**src/design/vgrt_pkg.sv**
```systemverilog
// Shared types, constants and helpers for the voxel grid ray walker.
package vgrt_pkg;

  localparam int ORG_W  = 21;
  localparam int HD_W   = 16;
  localparam int CELL_W = 14;
  localparam int T_W    = 33;
  localparam int DIV_NW = 38;
  localparam int DIV_DW = 16;

  localparam logic [T_W-1:0] T_INF = 33'h1_0000_0000;
  localparam logic [31:0]    T_SAT = 32'hFFFF_FFFF;
  localparam logic signed [27:0] POS_MAX = 28'sd2097151;

  localparam logic [1:0] REG_EDGE_LEN  = 2'd0;
  localparam logic [1:0] REG_EXTENT_X  = 2'd1;
  localparam logic [1:0] REG_EXTENT_Y  = 2'd2;
  localparam logic [1:0] REG_EXTENT_Z  = 2'd3;

  // One queued command: a voxel write, or a cast with its walk set up.
  typedef struct packed {
    logic                          cast;
    logic [4:0]                    vx;
    logic [4:0]                    vy;
    logic [4:0]                    vz;
    logic                          occ;
    logic [2:0][ORG_W-1:0]         org;
    logic [2:0][HD_W-1:0]          hd;
    logic [2:0][CELL_W-1:0]        vox;
    logic [2:0][T_W-1:0]           tmax;
    logic [2:0][31:0]              tdel;
  } cmd_t;

  function automatic logic [HD_W-1:0] abs16(input logic [HD_W-1:0] h);
    return h[HD_W-1] ? (~h + 16'd1) : h;
  endfunction

  function automatic logic [31:0] sat32(input logic [DIV_NW-1:0] q);
    return (|q[DIV_NW-1:32]) ? T_SAT : q[31:0];
  endfunction

endpackage

```
**src/design/vgrt_div.sv**
```systemverilog
// Serial restoring divider, two quotient bits per cycle.
module vgrt_div (
  input  logic                       clk,
  input  logic                       rst,
  input  logic                       start,
  input  logic [vgrt_pkg::DIV_NW-1:0] dividend,
  input  logic [vgrt_pkg::DIV_DW-1:0] divisor,
  output logic                       done,
  output logic [vgrt_pkg::DIV_NW-1:0] quot,
  output logic [vgrt_pkg::DIV_DW-1:0] rem
);
  import vgrt_pkg::*;

  localparam int STEPS = DIV_NW / 2;
  localparam int CW    = $clog2(STEPS + 1);

  logic              busy;
  logic [CW-1:0]     cnt;
  logic [DIV_NW-1:0] quo;
  logic [DIV_DW-1:0] rmd;
  logic [DIV_NW-1:0] q_next;
  logic [DIV_DW-1:0] r_next;

  always_comb begin
    logic [DIV_DW:0] trial;
    q_next = quo;
    r_next = rmd;
    for (int i = 0; i < 2; i++) begin
      trial  = {r_next, q_next[DIV_NW-1]};
      q_next = {q_next[DIV_NW-2:0], 1'b0};
      if (trial >= {1'b0, divisor}) begin
        r_next    = DIV_DW'(trial - {1'b0, divisor});
        q_next[0] = 1'b1;
      end else begin
        r_next = trial[DIV_DW-1:0];
      end
    end
  end

  always_ff @(posedge clk) begin
    if (rst) begin
      busy <= 1'b0;
      done <= 1'b0;
      cnt  <= '0;
    end else begin
      done <= 1'b0;
      if (start) begin
        quo  <= dividend;
        rmd  <= '0;
        cnt  <= CW'(STEPS);
        busy <= 1'b1;
      end else if (busy) begin
        quo <= q_next;
        rmd <= r_next;
        cnt <= cnt - 1'b1;
        if (cnt == CW'(1)) begin
          busy <= 1'b0;
          done <= 1'b1;
        end
      end
    end
  end

  assign quot = quo;
  assign rem  = rmd;

endmodule

```
**src/design/vgrt_front.sv**
```systemverilog
// Front end: takes items, sets up start cell and boundary t for casts.
module vgrt_front (
  input  logic                clk,
  input  logic                rst,
  input  logic                in_valid,
  output logic                in_ready,
  input  logic                kind,
  input  logic [4:0]          voxel_x,
  input  logic [4:0]          voxel_y,
  input  logic [4:0]          voxel_z,
  input  logic                occupied,
  input  logic [20:0]         origin_x,
  input  logic [20:0]         origin_y,
  input  logic [20:0]         origin_z,
  input  logic signed [15:0]  heading_x,
  input  logic signed [15:0]  heading_y,
  input  logic signed [15:0]  heading_z,
  input  logic [7:0]          edge_len_eff,
  input  logic                hold,
  output logic                push,
  output vgrt_pkg::cmd_t      push_cmd,
  input  logic                full
);
  import vgrt_pkg::*;

  typedef enum logic [2:0] {F_IDLE, F_CELL, F_TMAX, F_TDEL, F_PUSH} fstate_t;

  fstate_t           state;
  logic [1:0]        ax;
  logic              div_start;
  cmd_t              cmd;
  logic [15:0]       num;

  logic [DIV_NW-1:0] div_dividend;
  logic [DIV_DW-1:0] div_divisor;
  logic              div_done;
  logic [DIV_NW-1:0] div_quot;
  logic [DIV_DW-1:0] div_rem;
  logic [HD_W-1:0]   h;
  logic [15:0]       r_full;
  logic [15:0]       cell_edge;
  logic [15:0]       num_c;

  vgrt_div u_div (
    .clk      (clk),
    .rst      (rst),
    .start    (div_start),
    .dividend (div_dividend),
    .divisor  (div_divisor),
    .done     (div_done),
    .quot     (div_quot),
    .rem      (div_rem)
  );

  always_comb begin
    h         = cmd.hd[ax];
    cell_edge = {edge_len_eff, 8'd0};
    r_full    = {div_rem[7:0], cmd.org[ax][7:0]};
    num_c     = h[HD_W-1] ? r_full : 16'(cell_edge - r_full);
    unique case (state)
      F_CELL: begin
        div_dividend = {25'd0, cmd.org[ax][20:8]};
        div_divisor  = {8'd0, edge_len_eff};
      end
      F_TMAX: begin
        div_dividend = {num, 22'd0};
        div_divisor  = abs16(h);
      end
      F_TDEL: begin
        div_dividend = {edge_len_eff, 30'd0};
        div_divisor  = abs16(h);
      end
      default: begin
        div_dividend = '0;
        div_divisor  = abs16(h);
      end
    endcase
  end

  assign in_ready = (state == F_IDLE) && !hold;
  assign push     = (state == F_PUSH) && !full;
  assign push_cmd = cmd;

  always_ff @(posedge clk) begin
    if (rst) begin
      state     <= F_IDLE;
      ax        <= '0;
      div_start <= 1'b0;
    end else begin
      div_start <= 1'b0;
      unique case (state)
        F_IDLE: begin
          if (in_valid && in_ready) begin
            cmd.cast <= kind;
            cmd.vx   <= voxel_x;
            cmd.vy   <= voxel_y;
            cmd.vz   <= voxel_z;
            cmd.occ  <= occupied;
            cmd.org  <= {origin_z, origin_y, origin_x};
            cmd.hd   <= {heading_z, heading_y, heading_x};
            ax       <= '0;
            if (kind) begin
              state     <= F_CELL;
              div_start <= 1'b1;
            end else begin
              state <= F_PUSH;
            end
          end
        end
        F_CELL: begin
          if (div_done) begin
            cmd.vox[ax] <= {1'b0, div_quot[12:0]};
            num         <= num_c;
            if (h == '0) begin
              // zero heading: axis never taken
              cmd.tmax[ax] <= T_INF;
              cmd.tdel[ax] <= '0;
              if (ax == 2'd2) begin
                state <= F_PUSH;
              end else begin
                ax        <= ax + 1'b1;
                div_start <= 1'b1;
              end
            end else begin
              state     <= F_TMAX;
              div_start <= 1'b1;
            end
          end
        end
        F_TMAX: begin
          if (div_done) begin
            cmd.tmax[ax] <= {1'b0, sat32(div_quot)};
            state        <= F_TDEL;
            div_start    <= 1'b1;
          end
        end
        F_TDEL: begin
          if (div_done) begin
            cmd.tdel[ax] <= sat32(div_quot);
            if (ax == 2'd2) begin
              state <= F_PUSH;
            end else begin
              ax        <= ax + 1'b1;
              state     <= F_CELL;
              div_start <= 1'b1;
            end
          end
        end
        F_PUSH: begin
          if (!full) state <= F_IDLE;
        end
        default: state <= F_IDLE;
      endcase
    end
  end

endmodule

```
**config.mk**
```make
export PLATFORM = sky130hd
export DESIGN_NAME = vgrt_front
export DESIGN_NICKNAME = d
export VERILOG_FILES = /design/src/design/vgrt_pkg.sv /design/src/design/vgrt_div.sv /design/src/design/vgrt_front.sv
export SDC_FILE = /design/constraint.sdc
export NUM_CORES = 1
export LEC_CHECK = 0
export BUFFER_PORTS_ARGS = -buffer_cell sky130_fd_sc_hd__buf_2
export CORE_MARGIN = 1.5
export CORE_UTILIZATION = 30
export CTS_CLUSTER_DIAMETER = 100
export CTS_CLUSTER_SIZE = 8
export DETAILED_ROUTE_END_ITERATION = 8
export PLACE_DENSITY = 0.6
export SLEW_MARGIN = 10
export SYNTH_ARGS = -nofsm -noshare
export SYNTH_HDL_FRONTEND = slang
export SYNTH_HIERARCHICAL = 1
export SYNTH_SLANG_ARGS = --single-unit
```
**constraint.sdc**
```tcl
create_clock -name clk -period 13.89 [get_ports clk]
set_input_delay 0.6945 -clock clk [delete_from_list [all_inputs] [get_ports clk]]
set_output_delay 0.6945 -clock clk [all_outputs]
set_load 0.02 [all_outputs]
```
==> flow_metrics.tcl <==
set metrics [dict create \
    crit_type "flip-flop to flip-flop" \
    synth.top_cell.area_share_pct 62.2 \
    grt_pass1_wl_mm 102 \
    dr_total_vias 16095 \
    post-route-period-util_pct 60.7 \
    io_pins 508 \
    firstDrtPassIters 5 \
    finalSetupViolCount 0 \
    start_util_pct 30.3 \
    chipHeight_um 267 \
    io_buffer_count 504 \
    synth_top_family_by_area "compound AO/OA/AOI/OAI gates" \
    synth_xor_area_share_pct 1.98 \
    timing.fmax_ghz 0.119 \
    p_per_area_nw_per_um2 128 \
    timing_hold_violations_final 0 \
    cp-start-kind "flip-flop" \
    cts-buffers-inserted 67 \
    cp-end-kind "flip-flop" \
    grt_pass1_vias 15821 \
    synth.avg_cell_area_um2 12.2 \
    place.gp.congestion 0.928 \
    worst_path_largest_cell_delay_ns 0.82 \
    ys_warn_count 6 \
    synthMuxAreaShare_pct 4.66 \
    synthCells 1711 \
    die_w_um 267 \
    rsz0062_at_grt "false" \
    skew_ns 0.0507 \
    vias_per_cell 5.05 \
    crit_fanout 42 \
    ir_drop_v 0.0000975 \
    finalCriticalPeriod_ns 8.43 \
    clk_pin_slew_ns 0.05 \
    cts.repair.resized 0 \
    drv_cap 0 \
    area_growth_syn_to_layout_pct 26.8 \
    cts_tree "yes" \
    yosysTopAreaCell "edfxtp_1" \
    ant_nets 0 \
    design.core.area_um2 68700 \
    nFillCells 6720 \
    root_buffer "clkbuf_16" \
    post_cts_buffers 0 \
    tightest_slew_ns 1.25 \
    crit_path_top_delay_cell "nor3_4" \
    status "complete, no violations" \
    dp_hpwl_mm 51.6 \
    nNetsFinal 2419 \
    slew_headroom_pct 16.9 \
    rows 96 \
    finalMaxSlewViolations 0 \
    synth_edf_count 432 \
    setup_ws_ns 5.46 \
    fin_setup_tns_ns 0 \
    p_leak_nw 10.1 \
    clk_latency_ns 0.62 \
    drtIter0Drc 1490 \
    clock_sinks 445 \
    pre_cts_ws_ns 5.56 \
    min_path_type "input port to flip-flop" \
    ys_seq_elements 445 \
    cts-htree-levels 3 \
    grt_start_max_net_pins 74 \
    track_usage_pct 19.1 \
    antenna_found_initial 7 \
    die_area_um2 71100 \
    async_flop_share_pct 0 \
    synth_adder_area_share_pct 2.95 \
    yosysUniqueCellTypes 85 \
    arrival_ns 8.77 \
    clockBufferDepth 3 \
    crit_required_ns 14.23 \
    drive_above_1_share_pct 31.3 \
    synth_compound_area_share_pct 13.3 \
    holdBufCountCts 0 \
    syn_area_um2 20800 \
    synth_area_leaders "edfxtp_1 (62%), nand2_1 (4.6%), o21ai_0 (3.9%), ha_1 (2.8%), nor2_1 (2.5%)" \
    seq_area_frac_synth_pct 63.5 \
    routed_wl_mm 70.0 \
    drcViolationCount 0 \
    synthSimpleGateAreaFrac_pct 10.6 \
    grt_overflow 0 \
    ys.flop_type "edfxtp_1" \
    routedWlPerCell_um 22.0 \
]
==> layer usage <==
layer  share of wire (%)  GRT usage, %
met5               0.049             0
met4                 2.9          6.59
met3                 8.7          4.92
met2                  47          31.4
met1                  41          24.3
==> logic make-up after synthesis <==
family	count (synthesis)
AO/OA/AOI/OAI	436
XOR/XNOR	47
adder cells (fa/ha/maj)	48
buffers and inverters	142
flip-flops	445
multiplexers	91
other	1
AND/OR/NAND/NOR	501
==> cell type report <==
cell class	instances	area [µm²]	area share, %
Clock buffer	83	1740	6.57
Multi-Input combinational cell	1135	7130	27.0
Antenna cell	1	2.50	0.00947
Timing Repair Buffer	536	2760	10.5
Inverter	45	169	0.639
Tap cell	931	1160	4.41
Clock inverter	10	226	0.857
Sequential cell	445	13200	50.1
==> cells in the mapped netlist (8+ instances only) <==
cell type / number
edfxtp_1: 432
nand2_1: 255
o21ai_0: 164
nor2_1: 138
clkbuf_1: 72
a21oi_1: 66
o22ai_1: 65
ha_1: 46
mux2i_1: 46
inv_1: 44
mux2_2: 44
xnor2_1: 29
nor3_1: 20
a211oi_1: 18
a21o_1: 18
xor2_1: 18
o2bb2ai_1: 14
and3_1: 13
dfxtp_1: 13
nand4_1: 12
nor2b_1: 10
a22o_1: 9
a31oi_1: 9
buf_2: 9
buf_6: 8
==> state kept, by name, summed over array words and instances, names as in the netlist <==
register	count
ax	2
div_start	1
num	16
push_cmd	362
state	3
u_div/busy	1
u_div/cnt	5
u_div/done	1
u_div/quot	38
u_div/rem	16
==> worst paths after layout <==
check / startpoint / endpoint / slack (ns) / cells past startpoint
max: ax[0] / u_div/rem[15] / 5.46 / 27
min: voxel_z[4] / push_cmd[353] / 0.25 / 1
max reg2reg: ax[0] / u_div/rem[15] / 5.46 / 27
min reg2reg: div_start / u_div/cnt[2] / 0.48 / 1
==> layout by cell type, fill, tap and decap left out, types with 6 or more instances in the layout <==
cell type and count:
nor4_1 6, and3_1 13, a22o_1 9, buf_4 32
inv_1 44, buf_2 504, a21o_1 18, nor2b_1 9
o21bai_1 7, ha_1 45, xnor2_1 29, a211o_1 7
edfxtp_1 432, nand2b_1 6, mux2i_1 46, clkinv_16 6
dfxtp_1 10, a31oi_1 9, nor3_1 19, a21oi_4 6
nand3_1 6, clkbuf_1 16, o22ai_1 65, nand4_1 12
a21oi_1 60, and2_1 6, clkbuf_16 67, conb_1 12
a211oi_1 18, nand2_1 255, o21ai_0 164, o2bb2ai_1 14
mux2_2 44, xor2_1 18, nor2_1 133
==> worst max-delay path: cells and delay by family (launching register included) <==
family | cells | cell delay [ns]
compound gates | 11 | 3.44
simple gates | 9 | 2.17
buf+inv | 3 | 0.97
fa+ha+maj | 2 | 0.69
mux | 1 | 0.41
flops | 1 | 0.30
xor+xnor | 1 | 0.17
==> through the flow <==
stage / std cells / util, % / cell area (µm²) / power (W) / hold slack, ns
global route: 3185 / 38.5 / 26400 / 0.00352 / 0.219
finish: 3186 / 38.5 / 26400 / 0.00339 / 0.250
global placement: 3092 / 35.6 / 24500 / 0.00190 / 0.476
floorplan: 1722 / - / 20900 / 0.00179 / 0.483
detailed placement: 3092 / 35.6 / 24500 / 0.00190 / 0.493
CTS: 3185 / 38.5 / 26400 / 0.00343 / 0.208
==> report_power, final <==
group          switching, W  total (W)  internal (W)
sequential        0.0000138    0.00151       0.00149
clock              0.000620    0.00151      0.000891
combinational      0.000225   0.000378      0.000152
total              0.000859    0.00339       0.00254
No activity file was read; power rests on OpenSTA's default activity.
