===== src/design/vgrt_pkg.sv =====
// Shared types, constants and helpers for the voxel grid ray walker.
package vgrt_pkg;

  localparam int ORG_W  = 21;
  localparam int HD_W   = 16;
  localparam int CELL_W = 14;
  localparam int T_W    = 33;
  localparam int DIV_NW = 38;
  localparam int DIV_DW = 16;

  localparam logic [T_W-1:0] T_INF = 33'h1_0000_0000;
  localparam logic [31:0]    T_SAT = 32'hFFFF_FFFF;
  localparam logic signed [27:0] POS_MAX = 28'sd2097151;

  localparam logic [1:0] REG_EDGE_LEN  = 2'd0;
  localparam logic [1:0] REG_EXTENT_X  = 2'd1;
  localparam logic [1:0] REG_EXTENT_Y  = 2'd2;
  localparam logic [1:0] REG_EXTENT_Z  = 2'd3;

  // One queued command: a voxel write, or a cast with its walk set up.
  typedef struct packed {
    logic                          cast;
    logic [4:0]                    vx;
    logic [4:0]                    vy;
    logic [4:0]                    vz;
    logic                          occ;
    logic [2:0][ORG_W-1:0]         org;
    logic [2:0][HD_W-1:0]          hd;
    logic [2:0][CELL_W-1:0]        vox;
    logic [2:0][T_W-1:0]           tmax;
    logic [2:0][31:0]              tdel;
  } cmd_t;

  function automatic logic [HD_W-1:0] abs16(input logic [HD_W-1:0] h);
    return h[HD_W-1] ? (~h + 16'd1) : h;
  endfunction

  function automatic logic [31:0] sat32(input logic [DIV_NW-1:0] q);
    return (|q[DIV_NW-1:32]) ? T_SAT : q[31:0];
  endfunction

endpackage


===== src/design/vgrt_fifo.sv =====
// Two-entry command queue between front and back.
module vgrt_fifo (
  input  logic           clk,
  input  logic           rst,
  input  logic           push,
  input  vgrt_pkg::cmd_t push_cmd,
  output logic           full,
  input  logic           pop,
  output logic           not_empty,
  output vgrt_pkg::cmd_t head
);
  import vgrt_pkg::*;

  cmd_t       slots [2];
  logic       wp;
  logic       rp;
  logic [1:0] count;
  logic       do_push;
  logic       do_pop;

  assign full      = (count == 2'd2);
  assign not_empty = (count != 2'd0);
  assign do_push   = push && !full;
  assign do_pop    = pop && not_empty;
  assign head      = slots[rp];

  always_ff @(posedge clk) begin
    if (rst) begin
      wp    <= 1'b0;
      rp    <= 1'b0;
      count <= '0;
    end else begin
      if (do_push) begin
        slots[wp] <= push_cmd;
        wp        <= ~wp;
      end
      if (do_pop) rp <= ~rp;
      if (do_push && !do_pop) count <= count + 1'b1;
      else if (do_pop && !do_push) count <= count - 1'b1;
    end
  end

endmodule


===== config.mk =====
export PLATFORM = sky130hd
export DESIGN_NAME = vgrt_fifo
export DESIGN_NICKNAME = d
export VERILOG_FILES = /design/src/design/vgrt_pkg.sv /design/src/design/vgrt_fifo.sv
export SDC_FILE = /design/constraint.sdc
export NUM_CORES = 1
export LEC_CHECK = 0
export BUFFER_PORTS_ARGS = -buffer_cell sky130_fd_sc_hd__buf_4
export CELL_PAD_IN_SITES_DETAIL_PLACEMENT = 0
export CELL_PAD_IN_SITES_GLOBAL_PLACEMENT = 1
export CORE_AREA = 2 2 290 292
export DETAILED_ROUTE_END_ITERATION = 10
export DIE_AREA = 0 0 292 294
export GPL_ROUTABILITY_DRIVEN = 0
export PLACE_DENSITY_LB_ADDON = 0.1
export SKIP_LAST_GASP = 1
export SLEW_MARGIN = 20
export SYNTH_ARGS = -nofsm -noshare
export SYNTH_HDL_FRONTEND = slang
export SYNTH_SLANG_ARGS = --single-unit

===== constraint.sdc =====
create_clock -name clk -period 40.3 [get_ports clk]
set_input_delay 2.015 -clock clk [delete_from_list [all_inputs] [get_ports clk]]
set_output_delay 2.015 -clock clk [all_outputs]
set_load 0.03 [all_outputs]

==> results.py, run 1 <==
metrics = {
    "critical_path": {
        "crit_path_end_kind": "output port",
        "reg2reg_depth": 7,
        "r2r_slack_ps": 36010,
        "r2r_start": "count[0]",
        "slowest_delay_ps": 930,
        "start_kind": "register",
        "crit_path_frequent_cell": "buf_4",
        "crit_required_ps": 38280,
        "worstPathCellList": "buf_6 -> buf_4 -> buf_4 -> mux2_2 -> buf_4",
        "cp_max_fo": 74,
        "crit_slowest_cell": "dfxtp_4",
        "path_class": "reg2out",
        "r2r_end": "slots[0][274]",
        "arrival_ps": 4550,
    },
    "finish": {
        "layout-drive-gt1-share_pct": 60.3,
        "area_growth_pct": 34.6,
        "final_cell_count_no_fill": 3111,
        "fillers": 7353,
        "fin_nets": 2325,
    },
    "outcome": {
        "status": "complete, no violations",
    },
    "synthesis": {
        "synth_top_cell_by_area": "edfxtp_1",
        "synth_compound_area_share_pct": 0.0934,
        "synth_area_sq_um": 26800,
        "synthAdderAreaFrac_pct": 0.0467,
        "yosysSeqAreaShare_pct": 82.2,
        "synth_simple_gate_area_share_pct": 0.206,
        "synth_xor_area_share_pct": 0.0981,
        "netlist.area_leader.share_pct": 81.9,
        "synthTopCellsByArea": "edfxtp_1 82%, mux2_2 14%, buf_6 1.6%",
        "post_synth_num_cell_types": 19,
        "synth.area.mux_share_pct": 15.6,
        "ys_seq_elements": 735,
        "yosysWarnings": 0,
        "postSynthAreaPerCell_sq_um": 23.0,
        "synth.net_count": 1532,
        "synth_top_family_by_area": "multiplexers",
        "syn-instance-count": 1162,
    },
    "floorplan": {
        "core_area_sq_um": 82900,
        "num_io_pins": 736,
        "die-area_sq_um": 85800,
        "num_rows": 106,
        "die_w_um": 292,
        "dieHeight_um": 294,
        "initial_utilization_pct": 32.3,
    },
    "grt": {
        "grt_pass1_wl_mm": 102,
        "grt_max_degree": 172,
        "grt_pass1_vias": 14700,
        "overflow": 0,
        "grt_usage_pct": 16.5,
        "antenna_found_initial": 15,
    },
    "sta": {
        "setup_violations": 0,
        "hold_viol": 0,
        "rsz0062_at_grt": "no",
        "slew_viol_final": 0,
        "fin_tns_setup_ps": 0,
        "hold-worst-slack_ps": 509,
        "worstMarginPinSlew_ps": 1080,
        "slew_headroom_pct": 27.9,
        "fin_crit_sh_pct": 16.3,
        "skew_ps": 21.8,
        "period_minus_slack_ps": 6570,
        "fmax_mhz": 152,
    },
    "pwr": {
        "p_per_area_nw_per_um2": 64.1,
        "leakagePower_uw": 0.0131,
        "ir_drop_mv": 0.0342,
    },
    "job": {
        "cap_violations": 0,
    },
    "hold_path": {
        "min_path_cells": 2,
        "hold_path_class": "reg2reg",
        "holdCritStartpoint": "rp",
    },
    "detailed_routing": {
        "wl_mm": 73.5,
        "drtPass1Iterations": 5,
        "wl_per_cell_um": 23.6,
        "vias": 13900,
        "viasPerCell": 4.46,
        "drt_iter0_drc": 823,
        "antenna_left": 0,
        "drc": 0,
    },
    "clock_network": {
        "postCtsHoldBufs": 0,
        "cts_tree": "built",
        "cts_buffer_depth": 3,
        "clkLatencyLatePin_ps": 610,
        "cts_htree_levels": 3,
        "path_clk_slew_ps": 50,
        "clock_sinks": 735,
        "post_cts_buffers": 0,
        "root_buffer": "clkbuf_16",
        "postCtsResizedCells": 0,
        "numCtsBuffers": 82,
    },
    "place": {
        "io_buffers": 735,
        "dp.cells": 2949,
        "post-dp-hpwl_mm": 51.1,
    },
}
Yosys cell counts:
cell	number
nor2b_1	1
nor2_1	3
dfxtp_1	5
or3_1	2
mux2_2	335
nand2b_1	1
a21oi_1	2
nor3b_1	1
edfxtp_1	730
ha_1	1
buf_6	39
nor3_1	1
mux2_4	20
o21ai_0	3
xor2_1	3
or2_2	1
inv_1	2
buf_2	2
mux2_1	10
state kept, by name, indices dropped and copies added (netlist names), named ones only:
| name | cells |
|---|---|
| count | 2 |
| wp | 1 |
| rp | 1 |
| slots | 730 |
per-stage QoR:
| stage | total power (uW) | worst slack (ps) | instance area, sq um | util (%) |
|---|---|---|---|---|
| 3_3_place_gp | 1610 | 34090 | 33300 | 40.2 |
| 3_5_place_dp | 1610 | 34200 | 33300 | 40.2 |
| 6_report | 2310 | 33730 | 36100 | 43.5 |
| 4_1_cts | 2350 | 33630 | 36000 | 43.4 |
| 5_1_grt | 2400 | 33460 | 36000 | 43.5 |
| 2_1_floorplan | 1430 | 10330 | 26800 | - |
how the worst max path moves through the flow:
stage               cells after the start  startpoint  slack, ps             to
CTS                                     5    register      33630      head[218]
global placement                        5    register      34090      head[240]
global route                            5    register      33460      head[300]
detailed placement                      6        push      34200  slots[0][274]
finish                                  5    register      33730      head[221]
floorplan                               1         rst      10330    slots[1][0]
critical path, delay by kind of cell (launching register included):
kind	cells	cell delay (ps)
buf+inv	4	2330
flops	1	930
mux	1	430
report_power, final:
group	internal (uW)	switching [uW]
Clock	433	295
Combinational	261	391
Sequential	908	22.3
cells by family (layout without fill, tap and decap cells):
kind of cell,count (synthesis),in the layout
AOI/OAI and AO/OA,5,5
muxes,365,365
adders and majority gates,1,1
buffers and inverters,43,901
xor gates and xnor gates,3,3
other,0,11
and+or+nand+nor,10,10
DFF,735,735
layout by cell type, fill, tap and decap left out, types with 2 or more instances in the layout:
cell type   instances
dfxtp_1             4
mux2_4             20
clkbuf_16          85
clkinv_2           11
inv_1               2
buf_16              2
buf_12              2
mux2_1             10
o21ai_0             3
diode_2            11
clkinv_1           13
nor2_1              3
mux2_2            335
clkinvlp_4          2
edfxtp_1          730
clkbuf_1           26
a21oi_1             2
or3_1               2
xor2_1              3
clkinv_8            4
bufinv_16           7
buf_4             745
layer usage:
metal	vias up	share of wire, %	GRT usage, %
li1	6261	-	-
met1	6998	36	17.6
met2	484	53	29.4
met3	113	8.0	5.69
met4	8	3.2	7.24
met5	-	0.068	0
final cells by class:
cell class | instances | area [sq um] | share of cell area [%]
flip-flops and latches | 735 | 22000 | 61.1
repair buffers | 750 | 5700 | 15.8
multi-input cells | 384 | 4310 | 12.0
clock buffers | 111 | 2220 | 6.17
well taps | 1080 | 1350 | 3.75
clock inverters | 38 | 403 | 1.12
diodes | 11 | 27.5 | 0.0764
inverters | 2 | 7.51 | 0.0208
No activity file was read; power rests on OpenSTA's default activity.
==> run 2: changes to the inputs <==
--- a/config.mk
+++ b/config.mk
@@ -5,6 +5,7 @@
 export SDC_FILE = /design/constraint.sdc
 export NUM_CORES = 1
 export LEC_CHECK = 0
+export ABC_AREA = 1
 export BUFFER_PORTS_ARGS = -buffer_cell sky130_fd_sc_hd__buf_4
 export CELL_PAD_IN_SITES_DETAIL_PLACEMENT = 0
 export CELL_PAD_IN_SITES_GLOBAL_PLACEMENT = 1
==> constraint.sdc (replaced) <==
create_clock -name clk -period 6.4 [get_ports clk]
set_input_delay 0.32 -clock clk [delete_from_list [all_inputs] [get_ports clk]]
set_output_delay 0.32 -clock clk [all_outputs]
set_load 0.03 [all_outputs]
==> run 2 against run 1 <==
- non-clock buffer count increased by 366
- final area increased by 10%
- die area unchanged
- synthesized area increased by 0.23%
- worst hold slack got worse by 210 ps
- highest routed layer unchanged
- total power increased to 6.2 times the previous value
==> results.py, run 2 <==
metrics = {
    "synthesis": {
        "yosysWarnings": 0,
        "synthFlopType": "edfxtp_1",
        "netlist.area_leader.share_pct": 81.7,
        "synth_edf_count": 730,
        "yosysMostFrequentCell": "edfxtp_1",
        "syn-instance-count": 1174,
        "synth_common_cells": "730 x edfxtp_1, 333 x mux2_2, 40 x buf_6",
        "ys_seq_elements": 735,
        "synthTopCellsByArea": "edfxtp_1 82%, mux2_2 14%, buf_6 1.7%",
        "synth_area_sq_um": 26800,
        "postSynthAreaPerCell_sq_um": 22.9,
        "yosysSeqAreaShare_pct": 82.0,
        "synth-async-reset-ratio_pct": 0,
        "synth_top_cell_by_area": "edfxtp_1",
        "post_synth_num_cell_types": 16,
        "synth.net_count": 1544,
    },
    "floorplan": {
        "die-area_sq_um": 85800,
        "dieHeight_um": 294,
        "core_area_sq_um": 82900,
        "initial_utilization_pct": 32.4,
        "num_io_pins": 736,
        "num_rows": 106,
        "die_w_um": 292,
    },
    "sta": {
        "period_minus_slack_ps": 3260,
        "hold-worst-slack_ps": 301,
        "rsz0062_at_grt": "no",
        "hold_viol": 0,
        "fmax_mhz": 307,
        "fin_tns_setup_ps": 0,
        "skew_ps": 16.6,
        "setup_violations": 0,
        "slew_headroom_pct": 24.1,
        "fin_crit_sh_pct": 50.9,
        "slew_viol_final": 0,
        "worstMarginPinSlew_ps": 1140,
    },
    "critical_path": {
        "crit_path_end": "head[104]",
        "path_class": "reg2out",
        "r2r_end": "slots[0][356]",
        "crit_path_end_kind": "output port",
        "crit_required_ps": 6080,
        "reg2reg_depth": 6,
        "start_kind": "register",
        "r2r_slack_ps": 3790,
        "cp_max_fo": 48,
        "arrival_ps": 2940,
        "r2r_start": "count[1]",
    },
    "finish": {
        "layout-drive-gt1-share_pct": 51.5,
        "area_growth_pct": 48.2,
        "max_flop_register": "slots",
        "fin_nets": 2703,
        "reg.largest.list": "slots (730), count (2)",
        "fin_area_sq_um": 39800,
        "largest_register_ffs": 730,
        "layout_common_cells": "742 x buf_4, 730 x edfxtp_1, 368 x dlygate4sd3_1, 333 x mux2_2, 83 x clkbuf_16",
        "layout_commonest_cell": "buf_4",
    },
    "place": {
        "post-dp-hpwl_mm": 49.4,
        "io_buffers": 735,
        "dpl_cell_area_sq_um": 33400,
    },
    "pwr": {
        "leakagePower_uw": 0.0147,
        "p_per_area_nw_per_um2": 359,
        "p_total_uw": 14300,
        "ir_drop_mv": 0.320,
    },
    "clock_network": {
        "clock_sinks": 735,
        "root_buffer": "clkbuf_16",
        "numCtsBuffers": 82,
        "cts_buffer_depth": 3,
        "cts_tree": "built",
        "path_clk_slew_ps": 60,
        "clkLatencyLatePin_ps": 620,
        "cts_htree_levels": 3,
        "post_cts_buffers": 0,
        "postCtsHoldBufs": 368,
        "postCtsResizedCells": 0,
    },
    "grt": {
        "grt_usage_pct": 16.4,
        "antenna_found_initial": 6,
        "grt_pass1_wl_mm": 104,
        "grt_pass1_vias": 16400,
        "overflow": 0,
        "grt_max_degree": 165,
    },
    "detailed_routing": {
        "viasPerCell": 4.37,
        "antenna_left": 0,
        "drtPass1Iterations": 4,
        "vias": 15200,
        "wl_mm": 72.7,
        "drc": 0,
        "wl_per_cell_um": 20.9,
        "drt_iter0_drc": 701,
    },
    "hold_path": {
        "hold_path_class": "in2reg",
    },
    "job": {
        "cap_violations": 0,
    },
    "outcome": {
        "status": "complete, no violations",
    },
}
-- run 2: cell types whose count changed after synthesis, sizes merged, moves of 2 or more --
cell   previous run  this run
inv               2         8
nand2             0         9
nor2              3         6
xor2              3         0
nand3             0         2
or3               2         0
-- run 2: layout make-up --
class / count / area (sq um)
multi-input combinational: 390 / 4360
inverter: 8 / 30.0
antenna: 3 / 7.51
fill: 7166 / 43100
timing repair buffer: 1116 / 9370
clock buffer: 100 / 2140
clock inverter: 47 / 513
tap: 1080 / 1350
sequential: 735 / 22000
-- run 2: power by group --
| part | switching [uW] | internal (uW) | total, uW |
|---|---|---|---|
| Clock | 1870 | 2750 | 4620 |
| Combinational | 2270 | 1570 | 3840 |
| Sequential | 86.9 | 5740 | 5820 |
-- run 2: critical path: stages (launching register included) --
cell     delay [ps]
dfxtp_4         520
buf_4           660
buf_4           510
mux2_2          400
buf_4           170
-- run 2: layer usage --
metal	global-route usage (%)	vias up	routed length, um
met2	29.9	490	38900
li1	-	7029	-
met5	0	-	37
met3	4.72	123	4860
met4	6.88	6	2750
met1	17.6	7569	26200
-- run 2: worst min path at each step --
stage | from | endpoint | slack (ps) | depth (start not counted)
2_1_floorplan | rst | wp | 390 | 1
3_3_place_gp | wp | wp | 460 | 2
3_5_place_dp | wp | wp | 460 | 2
4_1_cts | push | count[0] | 280 | 5
5_1_grt | push | count[0] | 340 | 5
6_report | push | count[0] | 300 | 5
-- run 2: through the flow --
step | cells | utilization [%] | setup slack, ps
6_report | 3479 | 48.0 | 3140
5_1_grt | 3479 | 48.0 | 2970
4_1_cts | 3476 | 48.0 | 3050
3_5_place_dp | 2961 | 40.3 | 3590
3_3_place_gp | 2961 | 40.3 | 3580
2_1_floorplan | 1174 | - | -3150
-- run 2: logic make-up after synthesis --
group / synth area share, %
multiplexers: 15.7
adder cells (fa/ha/maj): 0.0466
flip-flops: 82.0
AO/OA/AOI/OAI: 0.0932
buffers and inverters: 1.81
AND/OR/NAND/NOR: 0.289
==> run 3: changes to the inputs <==
--- a/config.mk
+++ b/config.mk
@@ -9,9 +9,9 @@
 export BUFFER_PORTS_ARGS = -buffer_cell sky130_fd_sc_hd__buf_4
 export CELL_PAD_IN_SITES_DETAIL_PLACEMENT = 0
 export CELL_PAD_IN_SITES_GLOBAL_PLACEMENT = 1
-export CORE_AREA = 2 2 290 292
+export CORE_ASPECT_RATIO = 0.5
+export CORE_UTILIZATION = 40
 export DETAILED_ROUTE_END_ITERATION = 10
-export DIE_AREA = 0 0 292 294
 export GPL_ROUTABILITY_DRIVEN = 0
 export PLACE_DENSITY_LB_ADDON = 0.1
 export SKIP_LAST_GASP = 1
==> constraint.sdc (replaced) <==
create_clock -name clk -period 2.85 [get_ports clk]
set_input_delay 0.1425 -clock clk [delete_from_list [all_inputs] [get_ports clk]]
set_output_delay 0.1425 -clock clk [all_outputs]
set_load 0.03 [all_outputs]
==> run 3 against run 2 <==
- non-clock buffer count rose by 12
- critical path depth decreased by 1
- largest cell class unchanged
- largest power group unchanged
- clock skew is 4.1 ps lower
- via count fell by 0.93%
- clock-buffer cell count decreased by 11
- critical path type unchanged
==> results.py, run 3 (synthesis gave the netlist of run 2 again) <==
metrics = {
    "floorplan": {
        "dieHeight_um": 185,
        "initial_utilization_pct": 40.9,
        "die_w_um": 368,
        "die-area_sq_um": 68200,
        "num_io_pins": 736,
        "num_rows": 66,
        "core_area_sq_um": 65700,
    },
    "pwr": {
        "leakagePower_uw": 0.0146,
        "ir_drop_mv": 0.409,
        "p_per_area_nw_per_um2": 783,
    },
    "detailed_routing": {
        "vias": 15100,
        "drt_iter0_drc": 698,
        "wl_mm": 65.4,
        "antenna_left": 0,
        "drtPass1Iterations": 4,
        "drc": 0,
        "wl_per_cell_um": 20.0,
        "viasPerCell": 4.61,
    },
    "place": {
        "dp.cells": 2777,
        "dp_slack_ps": 916,
        "dpl_cell_area_sq_um": 33400,
        "post-dp-hpwl_mm": 43.5,
        "io_buffers": 735,
    },
    "sta": {
        "skew_ps": 12.5,
        "slew_headroom_pct": 64.3,
        "setup_violations": 0,
        "hold_viol": 0,
        "fmax_mhz": 410,
        "worstMarginPinSlew_ps": 535,
        "fin_tns_setup_ps": 0,
        "slew_viol_final": 0,
        "period_minus_slack_ps": 2440,
        "rsz0062_at_grt": "no",
        "setup_ws_ps": 411,
        "fin_crit_sh_pct": 85.6,
    },
    "hold_path": {
        "holdCritStartpoint": "push",
        "hold_path_class": "in2reg",
        "min_to": "count[0]",
        "min_path_cells": 5,
    },
    "clock_network": {
        "post_cts_buffers": 0,
        "postCtsHoldBufs": 368,
        "numCtsBuffers": 69,
        "cts_buffer_depth": 3,
        "path_clk_slew_ps": 60,
        "root_buffer": "clkbuf_16",
        "cts_htree_levels": 3,
        "clock_sinks": 735,
        "cts_tree": "built",
        "postCtsResizedCells": 0,
        "clkLatencyLatePin_ps": 590,
    },
    "finish": {
        "layout-drive-gt1-share_pct": 51.2,
        "layout_commonest_cell": "buf_4",
        "area_growth_pct": 46.6,
        "layout_common_cells": "743 x buf_4, 730 x edfxtp_1, 368 x dlygate4sd3_1, 333 x mux2_2, 73 x clkbuf_16",
        "largest_register_ffs": 730,
        "max_flop_register": "slots",
        "fin_nets": 2702,
        "fin_area_sq_um": 39400,
        "final_cell_count_no_fill": 3268,
        "reg.largest.list": "slots (730), count (2)",
    },
    "grt": {
        "grt_pass1_vias": 15700,
        "overflow": 0,
        "antenna_found_initial": 1,
        "grt_usage_pct": 18.4,
        "grt_max_degree": 81,
        "grt_pass1_wl_mm": 93.5,
    },
    "critical_path": {
        "arrival_ps": 2300,
        "r2r_slack_ps": 940,
        "start_kind": "register",
        "r2r_end": "slots[0][218]",
        "reg2reg_depth": 7,
        "crit_path_end_kind": "output port",
        "cp_max_fo": 74,
        "r2r_start": "count[1]",
        "path_class": "reg2out",
        "crit_required_ps": 2710,
    },
    "outcome": {
        "status": "complete, no violations",
    },
    "job": {
        "cap_violations": 0,
    },
}
run 3: metrics by stage:
step / utilization (%) / hold slack, ps / total power (uW)
finish: 59.9 / 108 / 30800
detailed placement: 50.9 / 330 / 21500
CTS: 59.9 / 68.0 / 31200
floorplan: - / 212 / 18700
global placement: 50.9 / 327 / 21500
global route: 59.9 / 119 / 31900
run 3: worst max path at each step:
stage | end | slack [ps]
global placement | slots[0][277] | 900
finish | head[192] | 410
floorplan | slots[1][0] | -6700
global route | head[192] | 300
CTS | head[356] | 360
detailed placement | slots[0][277] | 920
run 3: power by group:
| part | internal, uW | switching [uW] |
|---|---|---|
| combinational | 3620 | 4960 |
| clock | 5330 | 3850 |
| sequential | 12900 | 201 |
| total | 21800 | 9010 |
run 3: final cells by class:
type	instances	area [sq um]
fillers	5079	26300
inverters	8	30.0
flip-flops and latches	735	22000
diodes	1	2.50
multi-input cells	390	4360
clock inverters	33	329
well taps	884	1110
clock buffers	89	1900
repair buffers	1128	9600
run 3: critical path, cell delays in order (launching register included):
cell and delay [ps]:
dfxtp_4 600, buf_12 420, mux2_2 400, buf_4 170
run 3: layer usage:
layer	global-route usage, %	share of wire, %	wire (um)	up-vias
li1	-	-	-	7008
met1	18.7	34	22200	7621
met2	36.7	59	38600	319
met3	3.71	3.6	2330	128
met4	7.22	3.4	2260	0
met5	0	0	0	-
